## config.mk

```make
export PLATFORM = sky130hd
export DESIGN_NAME = tle_cell
export DESIGN_NICKNAME = d
export VERILOG_FILES = /design/src/sv/tle_pkg.sv /design/src/sv/tle_cell.sv
export SDC_FILE = /design/constraint.sdc
export NUM_CORES = 1
export LEC_CHECK = 0
export ABC_AREA = 1
export ABC_CLOCK_PERIOD_IN_PS = 1800
export BUFFER_PORTS_ARGS = -buffer_cell sky130_fd_sc_hd__buf_2
export CAP_MARGIN = 40
export CORE_ASPECT_RATIO = 1.1
export CORE_MARGIN = 5
export CORE_UTILIZATION = 37
export DETAILED_ROUTE_END_ITERATION = 7
export PLACE_DENSITY = 0.79
export SYNTH_ARGS = -nofsm -noshare
export SYNTH_HDL_FRONTEND = slang
export SYNTH_SLANG_ARGS = --single-unit
```

## constraint.sdc

```tcl
create_clock -name clk -period 1.8 [get_ports clk]
set_input_delay 0.09 -clock clk [delete_from_list [all_inputs] [get_ports clk]]
set_output_delay 0.09 -clock clk [all_outputs]
set_load 0.005 [all_outputs]
```

## src/sv/tle_pkg.sv

```systemverilog
// ----------------------------------------------------------------------------
// tle_pkg - shared types and codes of the terminal line editor
// Key codes, escape phases, result kinds and the command that drives the
// row of character cells.
// ----------------------------------------------------------------------------
package tle_pkg;

  // Operation selector on the input stream
  localparam logic OP_KEY  = 1'b0;
  localparam logic OP_READ = 1'b1;

  // Result kinds
  localparam logic [1:0] ST_EDIT  = 2'd0;
  localparam logic [1:0] ST_DONE  = 2'd1;
  localparam logic [1:0] ST_ABORT = 2'd2;
  localparam logic [1:0] ST_READ  = 2'd3;

  // Escape sequence phases
  localparam logic [1:0] PH_IDLE    = 2'd0;
  localparam logic [1:0] PH_ESC     = 2'd1;
  localparam logic [1:0] PH_BRACKET = 2'd2;
  localparam logic [1:0] PH_DIGIT   = 2'd3;

  // Key codes
  localparam logic [7:0] KEY_NUL       = 8'd0;
  localparam logic [7:0] KEY_ABORT     = 8'd4;
  localparam logic [7:0] KEY_TAB       = 8'd9;
  localparam logic [7:0] KEY_NEWLINE   = 8'd10;
  localparam logic [7:0] KEY_ESC       = 8'd27;
  localparam logic [7:0] KEY_BACKSPACE = 8'd127;
  localparam logic [7:0] KEY_ABORT_ALT = 8'd255;
  localparam logic [7:0] CHAR_BRACKET  = 8'h5B;
  localparam logic [7:0] CHAR_TILDE    = 8'h7E;
  localparam logic [7:0] CHAR_0        = 8'h30;
  localparam logic [7:0] CHAR_3        = 8'h33;
  localparam logic [7:0] CHAR_9        = 8'h39;
  localparam logic [7:0] CHAR_C        = 8'h43;
  localparam logic [7:0] CHAR_D        = 8'h44;

  // Shift command broadcast to every cell
  typedef struct packed {
    logic ins;  // open a gap at the position and write the key there
    logic del;  // close the gap at the position
  } edit_cmd_t;

endpackage

```

## src/sv/tle_cell.sv

```systemverilog
// ----------------------------------------------------------------------------
// tle_cell - one character cell of the line row
// Holds one stored character and takes its left or right neighbor's value
// when the row shifts for an insert or a delete.
// ----------------------------------------------------------------------------
module tle_cell #(
  parameter int CW  = 10,
  parameter int IDX = 0
) (
  input  logic                clk,
  input  tle_pkg::edit_cmd_t  cmd,
  input  logic [CW-1:0]       pos,
  input  logic [7:0]          key,
  input  logic [7:0]          left,
  input  logic [7:0]          right,
  output logic [7:0]          q
);
  import tle_pkg::*;

  localparam logic [CW-1:0] MY_IDX = CW'(IDX);

  logic [7:0] q_next;

  // Pick the new content: key at the gap, shift right past it, shift left on delete
  always_comb begin
    q_next = q;
    if (cmd.ins) begin
      if (MY_IDX == pos) begin
        q_next = key;
      end else if (MY_IDX > pos) begin
        q_next = left;
      end
    end else if (cmd.del && (MY_IDX >= pos)) begin
      q_next = right;
    end
  end

  always_ff @(posedge clk) begin
    q <= q_next;
  end

endmodule

```

# [After elaboration in Yosys (flattened, before gate mapping)]
# Cells that the tools add are included.
[word_totals] wordCells=12 regBits=8 in_bits=37
[op_classes] n_eq_ne=1 n_reduce_logical=4 n_mux=4 order_cmp=2
[op_table] operator="two-way mux 8 bit" n=4
[op_table] operator=">= comparator 1 x 10 -> 1 bit, first input constant" n=1
[op_table] operator="greater-than comparator 1 x 10 -> 1 bit, first input constant" n=1
[op_table] operator="zero test 10 bit" n=1
[op_table] operator="!= test 3 x 1 -> 1 bit, second input constant" n=1
[op_table] operator="AND reduction 2 bit" n=1
[op_table] operator="nonzero test 2 bit" n=1
[op_table] operator="logical AND 1 bit" n=1

# [Logic depth before layout (Yosys ltp)]
# Gate-level depths: netlist of the first run.
[depth] word_depth=4 mapped_depth=6 ltp_nobuf=6

# [Least setup slack after synthesis of the first run]
# Ideal clock, no wire load.
[synth_path] kind="in2reg" from="in pos[5]" to="reg q[0], enable pin" setup_ns=0.383 n_path_buf=0 arrival_time_ns=1.007 cell_stages=3 setup_slack_ns=0.410 cell_sequence="nor2_2 nand3_2 nor3_1"
[synth_via] elab_chain_len=4 word_cells_on_any_way=7 cone_classes="2 x order compare; 1 x eq/ne; 4 x reduce/logical"
[synth_rtl] element="start: declaration" line="tle_cell.sv:12" source="input logic [CW-1:0] pos,"
[synth_rtl] element=">= comparator 1 x 10 -> 1 bit" line="tle_cell.sv:33" source="end else if (cmd.del && (MY_IDX >= pos)) begin"
[synth_rtl] element="logical AND 1 bit" line="tle_cell.sv:33"
[synth_rtl] element="nonzero test 2 bit (no line)"
[synth_rtl] element="AND reduction 2 bit (no line) *"
[synth_rtl] element="end signal: assignment" line="tle_cell.sv:39" source="q <= q_next;"
[synth_rtl] element="end: declaration" line="tle_cell.sv:16" source="output logic [7:0] q"
# Mark *: on every way between the ends. The rest lies on a longest branch, timed or not.
# A chain may end at the register's enable or synchronous reset.

# [Final worst setup path of the first run]
[layout_path] from="in pos[7]" to="reg q[4], enable pin"
# Same word-level chain as after synthesis.

==> impl_metrics.ini, run 1 <==
[finish]
reg_top3 = q x8
diodes = 0
mostFrequentLayoutCells = buf_2, nand3_1, nand2_1
largest_reg_flops = 8
multi_input_area_sq_um = 269
filler_cell_count = 144
postLayoutCoreUtil = 0.586
drive_gt1_frac = 0.483
regMostFlops = q
syn2layout_area_growth_pct = 47.7
register_area_sq_um = 240
fin_nets = 157
final_common_cell = buf_2

[critical_path]
crit_type = input port to flip-flop
crit_fanout = 9
crit_path_end_kind = flip-flop
path_cells = buf_2 > nor2_2 > nand3_2 > nor3_1 > buf_4
slowest_stage = buf_4
cp_data_arrival_time_ps = 890
critical_path_required_ps = 1750
slowest_delay_ps = 190
cp-start-kind = input port

[synth]
synth_warnings = 0
synth_area_leaders = edfxtp_1, nand3_1, nand2_1, o21bai_1, inv_1
synth_seq_area_share = 0.432
synth_top_area_share = 0.432
syn_inst = 71
syn_avg_cell_area_sq_um = 7.82
synth_nets = 108
synth_area_leader_cell = edfxtp_1
ys_ff_latch = 8
synth_cell_type_count = 13
synthesis.area_sq_um = 556

[grt]
grt_max_degree = 11
grt_pass1_wl_mm = 2.25
grt.total_usage = 0.126
grt_pass1_vias = 582
antenna_found_initial = 0
overflow = 0

[power]
p_int_uw = 327
leakagePower_uw = 0.000416
ir_worst_vdd_v = 0.000216
p_clk_frac = 0.302
p_sw_uw = 88.3
p_per_area_nw_per_um2 = 506
swShare = 0.212
seqPwrFrac = 0.498
p_comb_frac = 0.199
total_power_uw = 416

[outcome]
status = complete, no violations

[placement]
dp_hpwl_mm = 1.26
portBuffers = 44
gp_congestion = 0.788

[floorplan]
die_w_um = 46.9
fp.dieH_um = 50.6
core_area_sq_um = 1400
fp-row-count = 14
dieArea_sq_um = 2380
start_util = 0.396
ios = 45

[drt]
vias = 605
avgViaCountPerCell = 4.51
drc_errors = 0
dr.first_iter.drc_count = 15
dr.pass1.iters = 2
ant_nets = 0
wl_mm = 1.39
wire_per_inst_um = 10.4

[sta]
finalSetupTns_ps = 0
max_slew_margin = 0.865
rsz0062_at_grt = false
setup_viol = 0
finalCritPeriodShare = 0.521
fin_crit_ps = 937
final-hold-violation-count = 0
clock.fmax_mhz = 1070
tightestPinTransition_ps = 202
slew_violations = 0

[clock_network]
ctsLongestPathBuffers = 2
cts.repair.resized = 0
hold_buffers = 0
cts_tree = done
cts_setup_buffers = 0
htreeDepth = 1
cts_buffers = 3
clock-sinks = 8
root_buffer = clkbuf_4
clk_pin_slew_ps = 50

[hold_path]
hold_path.class = input port to flip-flop

[flow_run]
drv_cap = 0
-- path summary, 6_finish.rpt --
kind	start	endpoint	cells after the start
setup / recovery	pos[7]	q[4]	5
hold / removal	right[0]	q[0]	3
-- layout make-up --
class | count | area share
multi-input cells | 51 | 0.328
flip-flops and latches | 8 | 0.293
repair buffers | 45 | 0.277
inverters | 11 | 0.0503
clock buffers | 3 | 0.0274
well taps | 16 | 0.0244
-- Yosys cell counts --
library cell,count
nand3_1,16
nand2_2,2
nand3_2,1
inv_2,2
edfxtp_1,8
o21bai_1,8
nor2_1,3
inv_1,9
buf_2,1
nor2_4,1
nor3_1,1
nand2_1,16
nor2_2,3
-- critical path: cells and delay by family --
| kind | cells | cell delay, ps |
|---|---|---|
| buffers and inverters | 2 | 290 |
| AND/OR/NAND/NOR | 3 | 500 |
-- power groups by stage --
stage / combinational, uW / sequential [uW] / clock, uW
CTS: 83.2 / 207 / 130
finish: 82.8 / 207 / 126
floorplan: 39.4 / 211 / 0
global route: 95.0 / 207 / 136
detailed placement: 83.0 / 211 / 0
global placement: 80.9 / 211 / 0
-- stage by stage --
| step | setup WS (ps) | cell area, sq um | hold WS, ps | std cells |
|---|---|---|---|---|
| 4_1_cts | 878 | 821 | 118 | 134 |
| 2_1_floorplan | 410 | 556 | 276 | 71 |
| 3_3_place_gp | 636 | 798 | 372 | 131 |
| 5_1_grt | 798 | 821 | 125 | 134 |
| 3_5_place_dp | 619 | 798 | 371 | 131 |
| 6_report | 863 | 821 | 121 | 134 |
-- cells by family after synthesis --
logic type             Yosys count  synth area share
AND/OR/NAND/NOR                 43             0.376
flip-flops                       8             0.432
buffers and inverters           12            0.0833
AO/OA/AOI/OAI                    8             0.108
-- per-layer routing --
layer / GRT usage / wire length [um] / vias to the layer above
li1: - / - / 330
met1: 0.161 / 510 / 246
met2: 0.201 / 719 / 29
met3: 0.0143 / 157 / 0
met4: 0.0691 / 0 / 0
met5: 0 / 0 / -
(Power assumes the default switching activity.)
==> run 2, diff against run 1 <==
==> config.mk (replaced) <==
export PLATFORM = sky130hd
export DESIGN_NAME = tle_cell
export DESIGN_NICKNAME = d
export VERILOG_FILES = /design/src/sv/tle_pkg.sv /design/src/sv/tle_cell.sv
export SDC_FILE = /design/constraint.sdc
export NUM_CORES = 1
export LEC_CHECK = 0
export ABC_AREA = 0
export ABC_CLOCK_PERIOD_IN_PS = 800
export BUFFER_PORTS_ARGS = -buffer_cell sky130_fd_sc_hd__buf_2
export CAP_MARGIN = 40
export CORE_ASPECT_RATIO = 1.1
export CORE_MARGIN = 5
export CORE_UTILIZATION = 34
export DETAILED_ROUTE_END_ITERATION = 7
export PLACE_DENSITY = 0.75
export SYNTH_ARGS = -nofsm -noshare
export SYNTH_HDL_FRONTEND = slang
export SYNTH_SLANG_ARGS = --single-unit
==> constraint.sdc (replaced) <==
create_clock -name clk -period 0.8 [get_ports clk]
set_input_delay 0.04 -clock clk [delete_from_list [all_inputs] [get_ports clk]]
set_output_delay 0.04 -clock clk [all_outputs]
set_load 0.005 [all_outputs]
==> impl_metrics.ini, run 2 <==
[placement]
portBuffers = 44
placement.cell_area_sq_um = 908
gp_congestion = 0.716

[hold_path]
min_to = q[2]
hold_path.class = input port to flip-flop
holdPathStages = 3
min-delay-start = right[2]

[synth]
synth_xor_area_frac = 0
synth_seq_area_share = 0.417
synth_warnings = 0
syn_inst = 53
syn_avg_cell_area_sq_um = 10.9
synthAdderAreaFrac = 0
muxShareOfSynthArea = 0
synth_cell_type_count = 13
ys_ff_latch = 8
yosysMostFrequentCell = nor2_1
synthesis.area_sq_um = 576
synth_area_leader_cell = edfxtp_1
synth-edff-count = 8
synth_nets = 90
synth_top_family_by_area = simple AND/OR/NAND/NOR gates
synthTopCellsByCount = nor2_1, a31oi_1, edfxtp_1, nand4_1, o31ai_2
async_reset_ff_frac = 0
synth_area_leaders = edfxtp_1, o31ai_2, a31oi_1, nand4_1, nor2_1
ys.flop_type = edfxtp_1
synth_top_area_share = 0.417
synth_compound_area_frac = 0.261
synthSimpleGateAreaFrac = 0.261

[finish]
mostFrequentLayoutCells = buf_2, buf_4, nor2_1
filler_cell_count = 143
diodes = 0
regMostFlops = q
final_common_cell = buf_2
reg_top3 = q x8
largest_reg_flops = 8
fin_nets = 151
drive_gt1_frac = 0.696
postLayoutCellArea_sq_um = 1010
syn2layout_area_growth_pct = 74.8

[clock_network]
cts_buffers = 3
cts_tree = done
clock-sinks = 8
htreeDepth = 1
hold_buffers = 0
ctsLongestPathBuffers = 2
root_buffer = clkbuf_4
clk_pin_slew_ps = 50

[sta]
max_slew_margin = 0.857
fin_crit_ps = 1250
finalCritPeriodShare = 1.57
setup_viol = 16
rsz0062_at_grt = true
slew_violations = 0
setup_slack_ps = -452
tightestPinTransition_ps = 212
final-hold-violation-count = 0
clock.fmax_mhz = 799

[power]
ir_worst_vdd_v = 0.000400
total_power_uw = 1040
leakagePower_uw = 0.000423
p_per_area_nw_per_um2 = 1030

[critical_path]
crit_fanout = 8
crit_start = pos[3]
path_common_cell = buf_6
cp-start-kind = input port
crit_type = input port to flip-flop
crit_path_end_kind = flip-flop
cp_data_arrival_time_ps = 1210
path_cells = buf_6 > or4_4 > buf_6 > nor4_4 > buf_6
critical_path_required_ps = 760
slowest_stage = or4_4
slowest_delay_ps = 530

[drt]
vias = 668
dr.first_iter.drc_count = 6
dr.pass1.iters = 4
drc_errors = 0
wire_per_inst_um = 12.8
wl_mm = 1.66
ant_nets = 0
avgViaCountPerCell = 5.18

[floorplan]
dieArea_sq_um = 2620
core_area_sq_um = 1600
die_w_um = 49.2
start_util = 0.361
fp.dieH_um = 53.2
fp-row-count = 15
ios = 45

[grt]
grt_max_degree = 17
antenna_found_initial = 0
grt_pass1_wl_mm = 2.59
grt.total_usage = 0.130
overflow = 0
grt_pass1_vias = 644

[flow_run]
drv_cap = 0

[outcome]
violations = negative setup slack
status = complete, but fails checks
## run 2: cell types whose count changed in the layout (fill, tap and decap cells not counted), sizes merged, moves of 2 or more
cell and change:
nand3 -17, nor2 +3, o21bai -8, or4 +2, nor4 +3, a31oi +8, inv -11, nand2 -18
nand4 +8, o31ai +8, buf +16
## run 2: area by class of cell
class / instances / area (sq um) / share of cell area
Timing Repair Buffer: 61 / 392 / 0.389
Multi-Input combinational cell: 40 / 330 / 0.328
Sequential cell: 8 / 240 / 0.239
Clock buffer: 3 / 22.5 / 0.0224
Tap cell: 17 / 21.3 / 0.0211
## run 2: cells by family (layout without fill, tap and decap cells)
group	after synthesis	in the layout
flops	8	8
simple gates	24	24
buf+inv	5	64
compound gates	16	16
## run 2: worst max-delay path, delay by kind of cell
kind	cells	cell delay (ps)
buffers and inverters	3	410
AND/OR/NAND/NOR	2	750
## run 2: worst max-delay path by stage
stage	slack, ps	end	cells after the start
floorplan	-720	q[0]	3
global placement	-740	q[5]	5
detailed placement	-760	q[6]	5
CTS	-440	q[6]	5
global route	-470	q[5]	5
finish	-450	q[6]	5
## run 2: report_power, final
group	internal (uW)	total, uW	switching (uW)
logic	160	282	121
clock network	170	287	117
registers	466	466	0.0672
## run 2: repair_timing
item / CTS / global route
endpoints found under the setup margin: 16 / 20
buffers inserted: 1 / 1
pin swaps: 7 / 6
gates resized for setup: 8 / 2
cloned: 1 / 0
## run 2: stage by stage
step                 util  setup slack [ps]  setup TNS (ps)  instances  hold WS [ps]
floorplan               -              -725           -9600         53           289
global placement    0.569              -743          -11300        123           398
detailed placement  0.569              -765          -11640        123           397
CTS                 0.615              -438           -6540        128           140
global route        0.631              -471           -7070        129           164
finish              0.631              -452           -6710        129           152
## run 2: routing by layer
metal	GRT usage	part of all wire	vias up
met1	0.122	0.35	295
met2	0.227	0.54	28
met3	0.0479	0.10	2
met4	0.103	0.011	0
li1	-	-	343
met5	0	0	-
==> run 3, diff against run 2 <==
--- a/config.mk
+++ b/config.mk
@@ -12,8 +12,10 @@
 export CORE_ASPECT_RATIO = 1.1
 export CORE_MARGIN = 5
 export CORE_UTILIZATION = 34
+export CTS_CLUSTER_DIAMETER = 30
 export DETAILED_ROUTE_END_ITERATION = 7
 export PLACE_DENSITY = 0.75
+export REMOVE_ABC_BUFFERS = 1
 export SYNTH_ARGS = -nofsm -noshare
 export SYNTH_HDL_FRONTEND = slang
 export SYNTH_SLANG_ARGS = --single-unit
==> impl_metrics.ini, run 3 (synthesis results as in run 2) <==
[outcome]
status = complete, but fails checks
violations = negative setup slack

[finish]
drive_gt1_frac = 0.704
mostFrequentLayoutCells = buf_2, buf_4, nor2_1
syn2layout_area_growth_pct = 81.5
filler_cell_count = 127
final_common_cell = buf_2
fin_nets = 154
postLayoutCellArea_sq_um = 1040
diodes = 0
final_cell_count_no_fill = 132
largest_reg_flops = 8
regMostFlops = q
postLayoutCoreUtil = 0.655
reg_top3 = q x8

[placement]
gp_congestion = 0.769
portBuffers = 44
placement.cell_area_sq_um = 932
pre_cts_slack_ps = -697
dp_hpwl_mm = 1.40
dpl.cell_count = 129

[grt]
grt_max_degree = 16
grt_pass1_vias = 651
grt_pass1_wl_mm = 2.59
grt.total_usage = 0.127
antenna_found_initial = 0
overflow = 0

[hold_path]
hold_path.class = input port to flip-flop
min-delay-start = right[1]
holdPathStages = 3
min_to = q[1]

[critical_path]
crit_path_end_kind = flip-flop
cp_data_arrival_time_ps = 1230
critical_path_required_ps = 780
crit_type = input port to flip-flop
crit_start = pos[4]
cp-start-kind = input port
crit_fanout = 5

[power]
ir_worst_vdd_v = 0.000395
p_comb_frac = 0.285
swShare = 0.231
p_sw_uw = 241
p_int_uw = 806
leakagePower_uw = 0.000441
p_clk_frac = 0.270
seqPwrFrac = 0.445
p_per_area_nw_per_um2 = 1000

[drt]
avgViaCountPerCell = 5.27
vias = 695
wl_mm = 1.85
wire_per_inst_um = 14.0
dr.pass1.iters = 4
drc_errors = 0
ant_nets = 0
dr.first_iter.drc_count = 11

[floorplan]
core_area_sq_um = 1600
fp-row-count = 15
fp.dieH_um = 53.2
ios = 45
start_util = 0.361
die_w_um = 49.2
dieArea_sq_um = 2620

[clock_network]
cts_tree = done
clock-sinks = 8
root_buffer = clkbuf_4
hold_buffers = 0
clk_pin_slew_ps = 50
cts_buffers = 3
htreeDepth = 1
cts_setup_buffers = 0
ctsLongestPathBuffers = 2

[sta]
tightestPinTransition_ps = 210
max_slew_margin = 0.859
setup_slack_ps = -447
rsz0062_at_grt = true
fin_crit_ps = 1250
finalCritPeriodShare = 1.56
setup_viol = 16
final-hold-violation-count = 0
holdWs_ps = 150
clock.fmax_mhz = 802
slew_violations = 0

[flow_run]
drv_cap = 0
-- run 3: cell types whose count changed in the layout (fill, tap and decap cells not counted) --
cell,previous run,this run
buf_8,0,1
buf_12,1,0
o31ai_2,6,5
buf_4,11,14
buf_6,7,9
o31ai_4,2,3
buf_2,42,40
-- run 3: power groups by stage --
stage / clock [uW] / sequential, uW / combinational, uW
after floorplan: 0 / 474 / 78.2
after global placement: 0 / 474 / 252
after detailed placement: 0 / 474 / 257
after CTS: 287 / 466 / 270
after global routing: 309 / 465 / 324
final: 282 / 466 / 299
-- run 3: critical path, stage by stage --
cell,delay [ps]
buf_6,90
or4_4,570
buf_8,170
o31ai_4,230
a31oi_1,120
-- run 3: area by class of cell --
type,instances,area (sq um),area share
Clock buffer,3,22.5,0.0216
Multi-Input combinational cell,40,339,0.325
Sequential cell,8,240,0.230
Tap cell,17,21.3,0.0204
Timing Repair Buffer,64,422,0.404
-- run 3: metrics by stage --
step	total power (uW)	TNS (ps)
final	1050	-6060
after global routing	1100	-6610
after CTS	1020	-5840
after detailed placement	731	-11050
after global placement	725	-10830
after floorplan	552	-12220
-- run 3: worst max-delay path by stage --
stage / slack (ps) / cells after the start / end
after detailed placement: -700 / 4 / q[6]
final: -450 / 5 / q[5]
after floorplan: -980 / 2 / q[0]
after global placement: -690 / 5 / q[2]
after CTS: -400 / 5 / q[6]
after global routing: -460 / 5 / q[5]
-- run 3: per-layer routing --
metal	vias up	global-route usage	wire (um)
met2	29	0.242	1070
met5	-	0	0
met4	0	0.0538	0
li1	346	-	-
met3	0	0.0310	144
met1	320	0.130	638
-- run 3: what timing repair did --
action,4_1_cts,5_1_grt
resized for setup,8,8
endpoints found under the setup margin,16,18
gates cloned,0,0
pin swaps,15,5
