--- config.mk ---
export PLATFORM = sky130hd
export DESIGN_NAME = tle_ctrl
export DESIGN_NICKNAME = d
export VERILOG_FILES = /design/src/sv/tle_pkg.sv /design/src/sv/tle_ctrl.sv
export SDC_FILE = /design/constraint.sdc
export NUM_CORES = 1
export LEC_CHECK = 0
export BUFFER_PORTS_ARGS = -buffer_cell sky130_fd_sc_hd__buf_4
export CELL_PAD_IN_SITES_DETAIL_PLACEMENT = 0
export CELL_PAD_IN_SITES_GLOBAL_PLACEMENT = 1
export CORE_MARGIN = 2
export CORE_UTILIZATION = 41
export DETAILED_ROUTE_END_ITERATION = 12
export GPL_ROUTABILITY_DRIVEN = 0
export PLACE_DENSITY_LB_ADDON = 0.2
export SLEW_MARGIN = 40
export SYNTH_ARGS = -nofsm -noshare
export SYNTH_HDL_FRONTEND = slang
export SYNTH_SLANG_ARGS = --single-unit
--- constraint.sdc ---
create_clock -name clk -period 4.5 [get_ports clk]
set_input_delay 0.225 -clock clk [delete_from_list [all_inputs] [get_ports clk]]
set_output_delay 0.225 -clock clk [all_outputs]
set_load 0.01 [all_outputs]
--- src/sv/tle_pkg.sv ---
// ----------------------------------------------------------------------------
// tle_pkg - shared types and codes of the terminal line editor
// Key codes, escape phases, result kinds and the command that drives the
// row of character cells.
// ----------------------------------------------------------------------------
package tle_pkg;

  // Operation selector on the input stream
  localparam logic OP_KEY  = 1'b0;
  localparam logic OP_READ = 1'b1;

  // Result kinds
  localparam logic [1:0] ST_EDIT  = 2'd0;
  localparam logic [1:0] ST_DONE  = 2'd1;
  localparam logic [1:0] ST_ABORT = 2'd2;
  localparam logic [1:0] ST_READ  = 2'd3;

  // Escape sequence phases
  localparam logic [1:0] PH_IDLE    = 2'd0;
  localparam logic [1:0] PH_ESC     = 2'd1;
  localparam logic [1:0] PH_BRACKET = 2'd2;
  localparam logic [1:0] PH_DIGIT   = 2'd3;

  // Key codes
  localparam logic [7:0] KEY_NUL       = 8'd0;
  localparam logic [7:0] KEY_ABORT     = 8'd4;
  localparam logic [7:0] KEY_TAB       = 8'd9;
  localparam logic [7:0] KEY_NEWLINE   = 8'd10;
  localparam logic [7:0] KEY_ESC       = 8'd27;
  localparam logic [7:0] KEY_BACKSPACE = 8'd127;
  localparam logic [7:0] KEY_ABORT_ALT = 8'd255;
  localparam logic [7:0] CHAR_BRACKET  = 8'h5B;
  localparam logic [7:0] CHAR_TILDE    = 8'h7E;
  localparam logic [7:0] CHAR_0        = 8'h30;
  localparam logic [7:0] CHAR_3        = 8'h33;
  localparam logic [7:0] CHAR_9        = 8'h39;
  localparam logic [7:0] CHAR_C        = 8'h43;
  localparam logic [7:0] CHAR_D        = 8'h44;

  // Shift command broadcast to every cell
  typedef struct packed {
    logic ins;  // open a gap at the position and write the key there
    logic del;  // close the gap at the position
  } edit_cmd_t;

endpackage

--- src/sv/tle_ctrl.sv ---
// ----------------------------------------------------------------------------
// tle_ctrl - cursor, length and escape decoding of the line editor
// Decodes one keystroke against the cursor and length, moves them and issues
// the shift command for the cell row.
// ----------------------------------------------------------------------------
module tle_ctrl #(
  parameter int LINE_CAPACITY = 1024,
  parameter int CW            = 10
) (
  input  logic                clk,
  input  logic                rst,
  input  logic                step,
  input  logic [7:0]          key_byte,
  output tle_pkg::edit_cmd_t  cmd,
  output logic [CW-1:0]       edit_pos,
  output logic [1:0]          status_next,
  output logic [CW-1:0]       cursor_next,
  output logic [CW-1:0]       length_next,
  output logic [CW-1:0]       cursor,
  output logic [CW-1:0]       length
);
  import tle_pkg::*;

  localparam logic [CW-1:0] LEN_LIMIT = CW'(LINE_CAPACITY - 1);
  localparam logic [CW-1:0] ONE       = CW'(1);

  logic [1:0]    phase;
  logic [7:0]    held;
  logic          finished;
  logic [1:0]    phase_next;
  logic [7:0]    held_next;
  logic          finished_next;
  logic [CW-1:0] c0;
  logic [CW-1:0] l0;
  logic [1:0]    ph0;
  logic [7:0]    h0;
  edit_cmd_t     cmd_raw;

  // Start from an empty line when the last one has ended
  always_comb begin
    c0  = finished ? '0 : cursor;
    l0  = finished ? '0 : length;
    ph0 = finished ? PH_IDLE : phase;
    h0  = finished ? 8'h00 : held;
  end

  // Decode the keystroke
  always_comb begin
    cursor_next   = c0;
    length_next   = l0;
    phase_next    = ph0;
    held_next     = h0;
    finished_next = 1'b0;
    status_next   = ST_EDIT;
    cmd_raw       = '0;
    edit_pos      = c0;
    unique case (ph0)
      PH_ESC: begin
        phase_next = (key_byte == CHAR_BRACKET) ? PH_BRACKET : PH_IDLE;
      end
      PH_BRACKET: begin
        phase_next = PH_IDLE;
        case (key_byte) inside
          CHAR_C: begin
            if (c0 < l0) cursor_next = c0 + ONE;
          end
          CHAR_D: begin
            if (c0 != '0) cursor_next = c0 - ONE;
          end
          [CHAR_0:CHAR_9]: begin
            held_next  = key_byte;
            phase_next = PH_DIGIT;
          end
          default: ;
        endcase
      end
      PH_DIGIT: begin
        if ((h0 == CHAR_3) && (key_byte == CHAR_TILDE) && (c0 < l0)) begin
          cmd_raw.del = 1'b1;
          length_next = l0 - ONE;
        end
        held_next  = 8'h00;
        phase_next = PH_IDLE;
      end
      default: begin
        case (key_byte) inside
          KEY_ABORT, KEY_ABORT_ALT: begin
            finished_next = 1'b1;
            status_next   = ST_ABORT;
          end
          KEY_NEWLINE: begin
            finished_next = 1'b1;
            status_next   = ST_DONE;
          end
          KEY_NUL, KEY_TAB: ;
          KEY_BACKSPACE: begin
            if (c0 != '0) begin
              cursor_next = c0 - ONE;
              edit_pos    = c0 - ONE;
              cmd_raw.del = 1'b1;
              length_next = l0 - ONE;
            end
          end
          KEY_ESC: begin
            phase_next = PH_ESC;
          end
          default: begin
            if (l0 < LEN_LIMIT) begin
              cmd_raw.ins = 1'b1;
              cursor_next = c0 + ONE;
              length_next = l0 + ONE;
            end
          end
        endcase
      end
    endcase
  end

  // Shift the row only on an accepted keystroke
  assign cmd = step ? cmd_raw : '0;

  // Advance the editing state
  always_ff @(posedge clk) begin
    if (rst) begin
      cursor   <= '0;
      length   <= '0;
      phase    <= PH_IDLE;
      held     <= 8'h00;
      finished <= 1'b0;
    end else if (step) begin
      cursor   <= cursor_next;
      length   <= length_next;
      phase    <= phase_next;
      held     <= held_next;
      finished <= finished_next;
    end
  end

  a_cursor_in_line: assert property (@(posedge clk) disable iff (rst)
    cursor <= length)
    else $error("cursor beyond line end");

  a_length_limit: assert property (@(posedge clk) disable iff (rst)
    length <= LEN_LIMIT)
    else $error("line length beyond store limit");

  a_digit_held: assert property (@(posedge clk) disable iff (rst)
    phase == PH_DIGIT |-> (held >= CHAR_0) && (held <= CHAR_9))
    else $error("digit phase without a held digit");

  a_finish_idle: assert property (@(posedge clk) disable iff (rst)
    finished |-> phase == PH_IDLE)
    else $error("line ended inside an escape sequence");

endmodule

After elaboration in Yosys (flattened, before gate mapping)

Cells that the tools add are included.
W data, S select, Z words.

Register bits after elaboration: 31
Input port bits: 11
Output and inout port bits: 54

$add $sub $neg: 4
Magnitude comparators: 4
Equal/unequal tests: 14
Mux-type cells: 64
Reductions and logical operators: 10

Operators by type and width:

| kind                    | count |
|---|---|
| $mux W10                | 25 |
| $eq A8 B7 Y1 const B    | 5 |
| $pmux W10 S2            | 2 |
| $mux W8                 | 4 |
| $mux W2                 | 13 |
| $add A10 B1 Y10 const B | 2 |
| $sub A10 B1 Y10 const B | 2 |
| $mux W1                 | 17 |
| $eq A8 B4 Y1 const B    | 2 |
| $pmux W8 S2             | 1 |
| $lt A10 B10 Y1          | 1 |
| $lt A10 B10 Y1 const B  | 1 |
| $reduce_bool A10 Y1     | 1 |
| $eq A8 B3 Y1 const B    | 1 |
| $eq A8 B5 Y1 const B    | 1 |
| $eq A8 B6 Y1 const B    | 1 |
| $eq A8 B8 Y1 const B    | 1 |
| $ge A8 B6 Y1 const B    | 1 |
| $le A8 B6 Y1 const B    | 1 |
| $logic_not A8 Y1        | 1 |
| $reduce_or A2 Y1        | 4 |
| $pmux W2 S3             | 1 |
| $eq A2 B2 Y1 const B    | 2 |
| $logic_and A1 B1 Y1     | 3 |
| 3 further kinds         | 3 |

Longest topological paths before layout

Gate-level depths: netlist of the first run.

Word-level depth: 10
Gate-level depth with buffers: 15
Gate-level depth less buffers: 11

Worst setup path before layout of the first run

Ideal clock, no wire load.

Path type: reg2reg
Start: register finished
End: register cursor[8]
Library setup time: 103 ps
Arrival: 3176 ps
Slack: 1220 ps
Cell stages (with the launch flop): 15
Cell sequence: dfxtp_1 buf_2 inv_1 clkbuf_1 clkbuf_1 nand2_1 inv_1 ha_1 nand4b_1 nor4_2 o21a_1 nor2_1 o221a_1 and3_1 a2111oi_2

Word-level cells in the longest chain between the ends: 9
Elaborated cells on any way between the ends: 23

RTL lines:

| what                                                     | line                                             | text |
|---|---|---|
| start: declaration                                       | tle_ctrl.sv:29                                   | `logic finished;` |
| start signal: assignment                                 | tle_ctrl.sv:135                                  | `finished <= finished_next;` |
| $mux W10, on equally long branches                       | tle_ctrl.sv:41, tle_ctrl.sv:42                   |  |
| $add A10 B1 Y10 / $lt A10 B10 Y1 (equally long branches) | tle_ctrl.sv:65, tle_ctrl.sv:110, tle_ctrl.sv:108 |  |
| $mux W10                                                 | tle_ctrl.sv:108                                  | `if (l0 < LEN_LIMIT) begin` |
| $mux W10 (5 in series)                                   | tle_ctrl.sv:86                                   | `case (key_byte) inside` |
| $pmux W10 S2 (*)                                         | tle_ctrl.sv:57                                   | `unique case (ph0)` |
| end signal: assignment                                   | tle_ctrl.sv:131                                  | `cursor <= cursor_next;` |
| end: declaration                                         | tle_ctrl.sv:19                                   | `output logic [CW-1:0] cursor,` |

Mark *: on every way between the ends. The rest lies on a longest branch, timed or not.
A chain may end at the register's enable or synchronous reset.

Final worst setup path of the first run

Start: register finished
End: output port cursor_next[4]

Word-level cells in the longest chain between the ends: 9
Elaborated cells on any way between the ends: 23

RTL lines:

| what                                                     | line                                             | text |
|---|---|---|
| $mux W10, on equally long branches                       | tle_ctrl.sv:41, tle_ctrl.sv:42                   |  |
| $add A10 B1 Y10 / $lt A10 B10 Y1 (equally long branches) | tle_ctrl.sv:65, tle_ctrl.sv:110, tle_ctrl.sv:108 |  |
| $mux W10                                                 | tle_ctrl.sv:108                                  |  |
| $mux W10 (5 in series)                                   | tle_ctrl.sv:86                                   |  |
| $pmux W10 S2 (*)                                         | tle_ctrl.sv:57                                   |  |
| end: declaration                                         | tle_ctrl.sv:17                                   | `output logic [CW-1:0] cursor_next,` |

Marks and branches as above.

==> summary.md, run 1 <==
| Metric | Value |
|---|---|
| Status | `finished, final reports clean` |
| Syn. warnings | `0` |
| Rows | `36` |
| Most frequent cell after synthesis | `nand2_1` |
| Fin. max-slew vios | `0` |
| Routed len/inst | `20.95 um` |
| Hold Path Sink | `held[0]` |
| Die Y | `approximately 100 um` |
| Worst Skew | `0.01501 ns` |
| DIE AREA | `10840 um^2` |
| Leading post-synthesis cells by cell area | `dfxtp_1, nand2_1, nor2_1` |
| DRC errors left | `0` |
| Flops & latches, synth | `31` |
| PwrDens | `195.7 nW/um^2` |
| Total GRT Usage | `between 20% and 30%` |
| CP endpoint kind | `primary output` |
| Largest net degree at the start of global routing | `44` |
| Simple logic cell fraction of the synthesized area | `between 30% and 40%` |
| DP HPWL | `11720 um` |
| Main combinational cell family by area after synthesis | `simple AND/OR/NAND/NOR gates` |
| Min cycle time layout | `3.999 ns` |
| Synth Area in Adders | `3.960%` |
| Layout cell share with drive strength beyond 1 | `18.35%` |
| Synthesized Nets | `632` |
| Final design utilization | `48.62%` |
| Ys flop type | `dfxtp_1` |
| Htree depth | `2` |
| Type of origin of the critical path | `register` |
| Area occupied by multi-input gates | `3183 um^2` |
| Routed vias/inst | `6.455` |
| Unrepaired setup endpoints after global routing | `false` |
| Starting DRT DRC Count | `~520` |
| Clock Latency Late Sink | `0.30 ns` |
| Synth cell types | `a little under 80` |
| Asr flop ratio synth | `0%` |
| Register area share after synthesis | `15.11%` |
| CTS Sinks | `31` |
| Tcrit/Tclk final | `around nine tenths` |
| Post-synthesis xor/xnor area fraction | `approximately 3.6%` |
| Number of nets in the layout | `about 670` |
| DR pass1 iterations | `5` |
| Mux contribution to synthesized area | `about 2.1%` |
| Fillers | `1063` |
| Final Hold Viols | `0` |
| Crit path kind | `register to primary output` |
| Number of enable flip-flop cells after synthesis | `0` |
| Cts hold-fix bufs | `0` |
| First-pass GRT wire length | `25860 um` |
| Number of global-route vias before repair | `around 4700` |
| Inserted Clock Buffers | `5` |
| Hold depth | `3` |
| P&R area growth vs syn | `15.17%` |
| Reg-to-reg startpoint | `finished` |
| R2R cell count | `10` |
| Post-CTS Setup Bufs | `0` |
| Grt total ovfl | `0` |
| Worst-path clk slew | `approximately 0.1 ns` |
| Worst VDD drop | `0.1145 mV` |
| Post-synthesis instance total | `around 610` |
| Reg-to-reg slack, setup | `1.00 ns` |
| Yosys top cell by area | `dfxtp_1` |
| Worst slew margin | `37.85%` |
| Register Area | `620.6 um^2` |
| HP Class | `primary input to register` |
| TNS Setup | `0 ns` |
| Syn avg cell area | `around 6.8 um^2` |
| Commonest cells in the netlist | `nand2_1, nor2_1, a21oi_1` |
| Post-CTS sizing | `0` |
| Max Cap Viol | `0` |
| CP arrival | `roughly 3.8 ns` |
| CTS tree | `yes` |
| Initial antenna violation count | `0` |
| Die width | `104.1 um` |
| R2r endpoint | `cursor[4]` |
| Fmax | `around 0.25 GHz` |
| Final setup violation count | `0` |
| Clock root cell | `clkbuf_8` |
| # diodes | `0` |
| Final ANT Viol Nets | `0` |
| PortBufs | `64` |
| Initial Utilization | `42.22%` |
| Post-synth top area share | `~15%` |
| Leak | `1.871 nW` |
| Top fanout value on the critical path | `between 40 and 50` |
| Core area | `9729 um^2` |
| IO Pins | `65` |
| Compound-Gate Fraction of Synth Area | `32.29%` |
| Post-Route WL | `16260 um` |
| DR vias | `5009` |
| Syn Std Cell Area | `a little over 4000 um^2` |
| Required @ worst endpoint | `4.28 ns` |
| Slew @ Worst Pin | `just over 0.9 ns` |
| Hold_sp | `key_byte[0]` |
| Worst-case clock buffer depth | `2` |
cell families (layout without fill, tap and decap cells):
logic type / after synthesis / in the layout
AO/OA/AOI/OAI: 185 / 185
XOR/XNOR: 17 / 17
adder cells (fa/ha/maj): 13 / 13
buffers and inverters: 73 / 108
flip-flops: 31 / 31
multiplexers: 8 / 8
AND/OR/NAND/NOR: 281 / 281
per-stage QoR:
step	cells	hold slack (ns)	power (mW)	instance area, um^2	setup WS, ns
after floorplan	608	0.3733	0.5465	4108	1.220
after global placement	768	0.4732	0.6708	4632	0.9007
after detailed placement	768	0.4779	0.6735	4638	0.9859
after CTS	776	0.2536	0.9244	4731	0.6354
after global routing	776	0.2739	0.9772	4731	0.3697
final	776	0.2528	0.9261	4731	0.5011
worst max-delay path: stages (launching register included):
cell       delay (ns)
dfxtp_1          0.34
buf_4            0.42
nand2b_1         0.39
ha_1             0.44
inv_1            0.15
or3_1            0.40
or3_1            0.36
a21oi_1          0.15
o2111ai_1        0.16
o22a_1           0.26
or2_1            0.23
buf_4            0.14
power by group:
| part | internal (mW) | switching [mW] |
|---|---|---|
| Combinational | 0.144 | 0.212 |
| Clock | 0.111 | 0.140 |
| Sequential | 0.285 | 0.0339 |
routing by layer:
| layer | routed length (um) | part of all wire [%] | up-vias | track usage (%) |
|---|---|---|---|---|
| li1 | - | - | 2332 | - |
| met1 | 6864 | 42 | 2332 | 39.63 |
| met2 | 7306 | 45 | 294 | 45.82 |
| met3 | 1526 | 9.4 | 51 | 5.263 |
| met4 | 557 | 3.4 | 0 | 12.26 |
| met5 | 0 | 0 | - | 0 |
worst max path at each step:
stage | slack [ns] | start | to
after floorplan | 1.22 | finished | cursor[8]
after global placement | 0.90 | finished | cursor_next[4]
after detailed placement | 0.99 | finished | cursor_next[4]
after CTS | 0.64 | finished | cursor_next[4]
after global routing | 0.37 | finished | length_next[9]
final | 0.50 | finished | cursor_next[4]
placed cells by master, fill, tap and decap left out, drive strengths merged, types with 15 or more instances in the layout:
cell type / n
nand2: 79
a311oi: 15
a21oi: 37
nor2: 72
nor3: 19
dfxtp: 31
inv: 23
buf: 78
nand3: 27
o21ai: 29
cell type report:
cell class	count	share of cell area (%)
clock buffer	5	1.455
tap	133	3.518
timing repair buffer	78	12.38
inverter	22	1.746
sequential	31	13.12
multi-input combinational	504	67.28
clock inverter	3	0.5025
state kept, by name, summed over array words and instances (netlist names):
signal    flops
cursor       10
phase         2
held          8
finished      1
length       10
(Power assumes the default switching activity.)
==> inputs of run 2 (changes only) <==
--- a/config.mk
+++ b/config.mk
@@ -5,15 +5,15 @@
 export SDC_FILE = /design/constraint.sdc
 export NUM_CORES = 1
 export LEC_CHECK = 0
+export ABC_AREA = 1
 export BUFFER_PORTS_ARGS = -buffer_cell sky130_fd_sc_hd__buf_4
 export CELL_PAD_IN_SITES_DETAIL_PLACEMENT = 0
 export CELL_PAD_IN_SITES_GLOBAL_PLACEMENT = 1
 export CORE_MARGIN = 2
-export CORE_UTILIZATION = 41
+export CORE_UTILIZATION = 39
 export DETAILED_ROUTE_END_ITERATION = 12
 export GPL_ROUTABILITY_DRIVEN = 0
 export PLACE_DENSITY_LB_ADDON = 0.2
-export SLEW_MARGIN = 40
 export SYNTH_ARGS = -nofsm -noshare
 export SYNTH_HDL_FRONTEND = slang
 export SYNTH_SLANG_ARGS = --single-unit
==> summary.md, run 2 <==
| Metric | Value |
|---|---|
| Starting DRT DRC Count | `459 (-12%)` |
| Worst slew margin | `46.05% (+8.2 points)` |
| Routed vias/inst | `5.449 (-16%)` |
| Flops & latches, synth | `31 (unchanged)` |
| Total GRT Usage | `27.73% (-1.6 points)` |
| Status | `finished, final reports clean` |
| CP arrival | `3.14 ns (-0.63 ns)` |
| Top fanout value on the critical path | `21 (-51%)` |
| Core area | `10370 um^2 (+6.6%)` |
| CP endpoint kind | `primary output` |
| TNS Setup | `0 ns (unchanged)` |
| Die Y | `107.5 um (+3.3%)` |
| P&R area growth vs syn | `17.15%` |
| HP Class | `primary input to register` |
| # diodes | `0 (unchanged)` |
| Syn avg cell area | `5.359 um^2 (-21%)` |
| PnR Total Power | `1.097 mW (+18%)` |
| Crit path kind | `register to primary output` |
| Synth cell types | `38 (-51%)` |
| DRC errors left | `0 (unchanged)` |
| Fmax | `0.2972 GHz (+19%)` |
| Final setup violation count | `0 (unchanged)` |
| Syn. warnings | `0 (unchanged)` |
| Worst VDD drop | `0.1256 mV (+9.7%)` |
| Dpl ws | `1.551 ns (+0.5651 ns)` |
| Synthesized Nets | `804 (+27%)` |
| Max Cap Viol | `0 (unchanged)` |
| Most frequent cell after synthesis | `nand2_1` |
| DR pass1 iterations | `7 (+2)` |
| Worst-case clock buffer depth | `2 (unchanged)` |
| Asr flop ratio synth | `0% (unchanged)` |
| Yosys top cell by area | `nand2_1` |
| Post-CTS sizing | `0 (unchanged)` |
| Post-synthesis instance total | `780 (+28%)` |
| Design Area, Final | `4897 um^2 (+3.5%)` |
| Number of nets in the layout | `860 (+29%)` |
| Routed len/inst | `16.30 um (-22%)` |
| Grt total ovfl | `0 (unchanged)` |
| Initial antenna violation count | `0 (unchanged)` |
| CTS Sinks | `31 (unchanged)` |
| Biggest regs | `cursor x10, length x10, held x8` |
| Die width | `107.5 um (+3.3%)` |
| Final ANT Viol Nets | `0 (unchanged)` |
| DP HPWL | `12010 um (+2.5%)` |
| Clock root cell | `clkbuf_8` |
| Layout cell share with drive strength beyond 1 | `14.46% (-3.9 points)` |
| Register area share after synthesis | `14.85% (-0.26 points)` |
| Tcrit/Tclk final | `74.78% (-14 points)` |
| Clock Latency Late Sink | `0.30 ns (about the same)` |
| Final Hold Viols | `0 (unchanged)` |
| Post-synth top area share | `19.84% (+4.7 points)` |
| Number of enable flip-flop cells after synthesis | `0 (unchanged)` |
| Unrepaired setup endpoints after global routing | `false` |
| Fin cells | `973 (+25%)` |
| First-pass GRT wire length | `25190 um (-2.6%)` |
| Type of origin of the critical path | `register` |
| Fin. max-slew vios | `0 (unchanged)` |
| Placed Area | `4785 um^2 (+3.2%)` |
| Leading post-synthesis cells by cell area | `nand2_1, dfxtp_1, nand3_1` |
| Initial Utilization | `40.31% (-1.9 points)` |
| Rows | `37 (+2.8%)` |
| Worst-path clk slew | `0.09 ns (about the same)` |
| Commonest non-fill, non-tap cell in the layout | `nand2_1` |
| Syn Std Cell Area | `4180 um^2 (+1.8%)` |
| Min cycle time layout | `3.365 ns (-0.6339 ns)` |
| Final WS setup | `1.135 ns (+0.6339 ns)` |
| PwrDens | `224.0 nW/um^2 (+14%)` |
| PortBufs | `64 (unchanged)` |
| IO Pins | `65 (unchanged)` |
| Most frequent cells in the layout | `nand2_1, inv_1, nor2_1, nand3_1, buf_4` |
| Ys flop type | `dfxtp_1` |
| Htree depth | `2 (unchanged)` |
| Commonest cells in the netlist | `nand2_1, inv_1, nor2_1` |
| DIE AREA | `11560 um^2 (+6.7%)` |
| Cts hold-fix bufs | `0 (unchanged)` |
| Slew @ Worst Pin | `0.8073 ns (-0.1206 ns)` |
| Post-Route WL | `15860 um (-2.4%)` |
| Placed cell count | `965 (+26%)` |
| Post-CTS Setup Bufs | `0 (unchanged)` |
| Leak | `2.493 nW (+33%)` |
| CTS tree | `yes` |
| Worst Skew | `0.01207 ns (-0.002934 ns)` |
| DR vias | `5302 (+5.8%)` |
| Number of global-route vias before repair | `4907 (+4.3%)` |
| Required @ worst endpoint | `4.28 ns (about the same)` |
| Inserted Clock Buffers | `5 (unchanged)` |
| Largest net degree at the start of global routing | `35 (-20%)` |
-- run 2: cell type report --
cell class	count	area, um^2
Clock buffer	5	68.82
Clock inverter	3	43.79
Fill cell	1170	5473
Inverter	107	401.6
Multi-Input combinational cell	618	3044
Sequential cell	31	620.6
Tap cell	136	170.2
Timing Repair Buffer	73	548.0
-- run 2: metal layers --
| metal | GRT usage [%] | vias up | share of wire [%] |
|---|---|---|---|
| li1 | - | 2637 | - |
| met3 | 3.269 | 31 | 9.5 |
| met4 | 9.158 | 0 | 2.6 |
| met5 | 0 | - | 0 |
| met2 | 44.83 | 253 | 44 |
| met1 | 38.21 | 2381 | 44 |
-- run 2: cell families (layout without fill, tap and decap cells) --
kind of cell	Yosys count	count (layout)	synth area share, %
xor+xnor	19	19	3.981
fa+ha+maj	13	13	3.891
simple gates	464	464	49.00
buf+inv	131	188	12.33
flops	31	31	14.85
compound gates	122	122	15.95
-- run 2: where the power goes --
group          switching [mW]  leakage (nW)  total [mW]  internal (mW)
Clock                   0.140        0.0581       0.306          0.165
Combinational           0.317          2.18       0.485          0.168
Sequential             0.0166         0.255       0.307          0.290
Total                   0.474          2.49        1.10          0.623
-- run 2: per-stage QoR --
step | hold slack [ns] | util (%)
floorplan | 0.4340 | -
global placement | 0.4595 | 46.14
detailed placement | 0.4562 | 46.14
CTS | 0.2669 | 47.22
global route | 0.2702 | 47.22
finish | 0.2643 | 47.22
-- run 2: worst max-delay path: stages (launching register included) --
cell and delay, ns:
dfxtp_1 0.33, buf_4 0.24, nor2_2 0.28, inv_1 0.19, ha_1 0.36, inv_1 0.05, o21bai_1 0.18, inv_1 0.06
nand2_1 0.06, nand2_1 0.07, nand3_2 0.22, nand3_1 0.10, nand2_1 0.25, nand3_1 0.13, nand3_1 0.17, buf_4 0.14
-- run 2: worst paths after layout --
path	start	endpoint	slack, ns	cells after the start
worst max-delay path	finished	cursor_next[4]	1.14	15
worst min-delay path	rst	held[4]	0.26	2
worst max register to register	finished	cursor[0]	1.54	16
worst min register to register	held[7]	held[7]	0.47	2
==> inputs of run 3 (changes only) <==
==> constraint.sdc (replaced) <==
create_clock -name clk -period 3.2 [get_ports clk]
set_input_delay 0.16 -clock clk [delete_from_list [all_inputs] [get_ports clk]]
set_output_delay 0.16 -clock clk [all_outputs]
set_load 0.01 [all_outputs]
==> summary.md, run 3 (synthesized netlist as in run 2, its figures left out) <==
| Metric | Value |
|---|---|
| DIE AREA | `11560 um^2 (unchanged)` |
| Slew @ Worst Pin | `0.6831 ns (-0.1242 ns)` |
| Clock root cell | `clkbuf_8` |
| Register Area | `620.6 um^2 (unchanged)` |
| Initial antenna violation count | `0 (unchanged)` |
| PnR Total Power | `1.629 mW (+49%)` |
| Number of nets in the layout | `869 (+1.0%)` |
| Final Hold Viols | `0 (unchanged)` |
| Final design utilization | `48.73% (+1.5 points)` |
| Switching share of power | `40.71% (-2.5 points)` |
| Total GRT Usage | `28.46% (+0.73 points)` |
| Htree depth | `2 (unchanged)` |
| Max Cap Viol | `0 (unchanged)` |
| Routed len/inst | `16.65 um (+2.2%)` |
| Type of origin of the critical path | `register` |
| Die Y | `107.5 um (unchanged)` |
| Crit path kind | `register to primary output` |
| Commonest non-fill, non-tap cell in the layout | `nand2_1` |
| Post-CTS Setup Bufs | `0 (unchanged)` |
| Worst-path clk slew | `0.08 ns (about the same)` |
| Clock Latency Late Sink | `0.31 ns (about the same)` |
| Min cycle time layout | `3.058 ns` |
| Status | `finished, final reports clean` |
| Most frequent cells in the layout | `nand2_1, inv_1, nor2_1, buf_4, nand3_1` |
| Comb pwr share | `43.0% (-1.2 points)` |
| HP Class | `primary input to register` |
| First-pass GRT wire length | `25740 um (+2.2%)` |
| Starting DRT DRC Count | `520 (+13%)` |
| Fmax | `0.3270 GHz` |
| DR pass1 iterations | `7 (unchanged)` |
| CTS Sinks | `31 (unchanged)` |
| Worst Skew | `0.01481 ns (+0.002735 ns)` |
| Die width | `107.5 um (unchanged)` |
| Hold Slack | `0.2170 ns (-0.04730 ns)` |
| Required @ worst endpoint | `3.04 ns (-1.24 ns)` |
| Dpl ws | `0.3393 ns (-1.212 ns)` |
| CP endpoint kind | `primary output` |
| Seq pwr share | `26.6% (-1.4 points)` |
| Initial Utilization | `40.31% (unchanged)` |
| Area occupied by multi-input gates | `3109 um^2 (+2.1%)` |
| PwrDens | `322.4 nW/um^2 (+44%)` |
| Internal | `0.9661 mW (+55%)` |
| Inserted Clock Buffers | `5 (unchanged)` |
| Layout cell share with drive strength beyond 1 | `16.08% (+1.6 points)` |
| Clock share of power | `30.5% (+2.6 points)` |
| Fin. max-slew vios | `0 (unchanged)` |
| Switch Pwr | `0.6633 mW (+40%)` |
| Grt total ovfl | `0 (unchanged)` |
| Fillers | `1124 (-3.9%)` |
| Number of global-route vias before repair | `5018 (+2.3%)` |
| # diodes | `0 (unchanged)` |
| Unrepaired setup endpoints after global routing | `true` |
| Worst slew margin | `54.18% (+8.1 points)` |
| Post-Route WL | `16350 um (+3.1%)` |
| Routed vias/inst | `5.488 (+0.71%)` |
| Top fanout value on the critical path | `14 (-33%)` |
| Worst-case clock buffer depth | `2 (unchanged)` |
| CTS tree | `yes` |
| Biggest regs | `cursor x10, length x10, held x8` |
| Core area | `10370 um^2 (unchanged)` |
| Final setup violation count | `0 (unchanged)` |
| CP arrival | `2.90 ns (-0.24 ns)` |
| Final ANT Viol Nets | `0 (unchanged)` |
| Worst VDD drop | `0.2121 mV (+69%)` |
| Leak | `2.563 nW (+2.8%)` |
| Rows | `37 (unchanged)` |
| DR vias | `5389 (+1.6%)` |
| P&R area growth vs syn | `20.89%` |
| PortBufs | `64 (unchanged)` |
| DRC errors left | `0 (unchanged)` |
| Largest net degree at the start of global routing | `35 (unchanged)` |
| Tcrit/Tclk final | `between 90% and 100%` |
| DP HPWL | `12430 um (+3.5%)` |
| Final WS setup | `0.1416 ns (-0.9935 ns)` |
| IO Pins | `65 (unchanged)` |
run 3: changes by cell type in the layout (fill, tap and decap cells not counted), moves of 2 or more:
cell	delta
nand2_1	-2
nor2_1	-3
buf_4	+8
nor2_4	+4
nand2_4	+3
run 3: per-layer routing:
layer / wire length (um) / GRT usage [%] / vias to the layer above
li1: - / - / 2659
met1: 7214 / 38.24 / 2455
met2: 7569 / 47.57 / 249
met3: 1251 / 4.056 / 26
met4: 316 / 7.509 / 0
met5: 0 / 0 / -
run 3: worst max-delay path: stages, from the launching register on:
cell     delay, ns
dfxtp_1       0.34
buf_6         0.19
nor2_2        0.20
inv_1         0.12
ha_1          0.32
a31o_2        0.27
nor2_4        0.22
nand2_1       0.12
nor2_4        0.17
nand4_1       0.18
a21oi_1       0.27
buf_4         0.18
run 3: what timing repair did:
item	CTS	global route
setup endpoints to repair	0	21
hold buffers	0	0
gates resized for setup	0	16
run 3: worst paths after layout:
check | from | end | slack, ns | depth (start not counted)
setup / recovery | finished | cmd[0] | 0.14 | 11
setup reg to reg | finished | length[1] | 0.51 | 13
hold / removal | rst | phase[0] | 0.22 | 2
hold reg to reg | held[7] | held[7] | 0.47 | 2
run 3: power groups by stage:
stage	registers, mW	logic (mW)	clock network [mW]
after CTS	0.432	0.680	0.509
after global routing	0.435	0.776	0.527
after detailed placement	0.441	0.677	0
after floorplan	0.442	0.437	0
final	0.433	0.700	0.496
after global placement	0.441	0.672	0
run 3: area by class of cell:
type	instances	share of cell area, %
Clock buffer	6	1.436
Clock inverter	2	1.188
Tap cell	136	3.367
Inverter	107	7.948
Multi-Input combinational cell	618	61.53
Sequential cell	31	12.28
Timing Repair Buffer	82	12.26
run 3: per-stage QoR:
step           area (um^2)  instances  setup TNS (ns)
4_1_cts               4985        982               0
3_3_place_gp          4852        974               0
2_1_floorplan         4180        780               0
5_1_grt               5054        982         -0.1081
3_5_place_dp          4852        974               0
6_report              5054        982               0
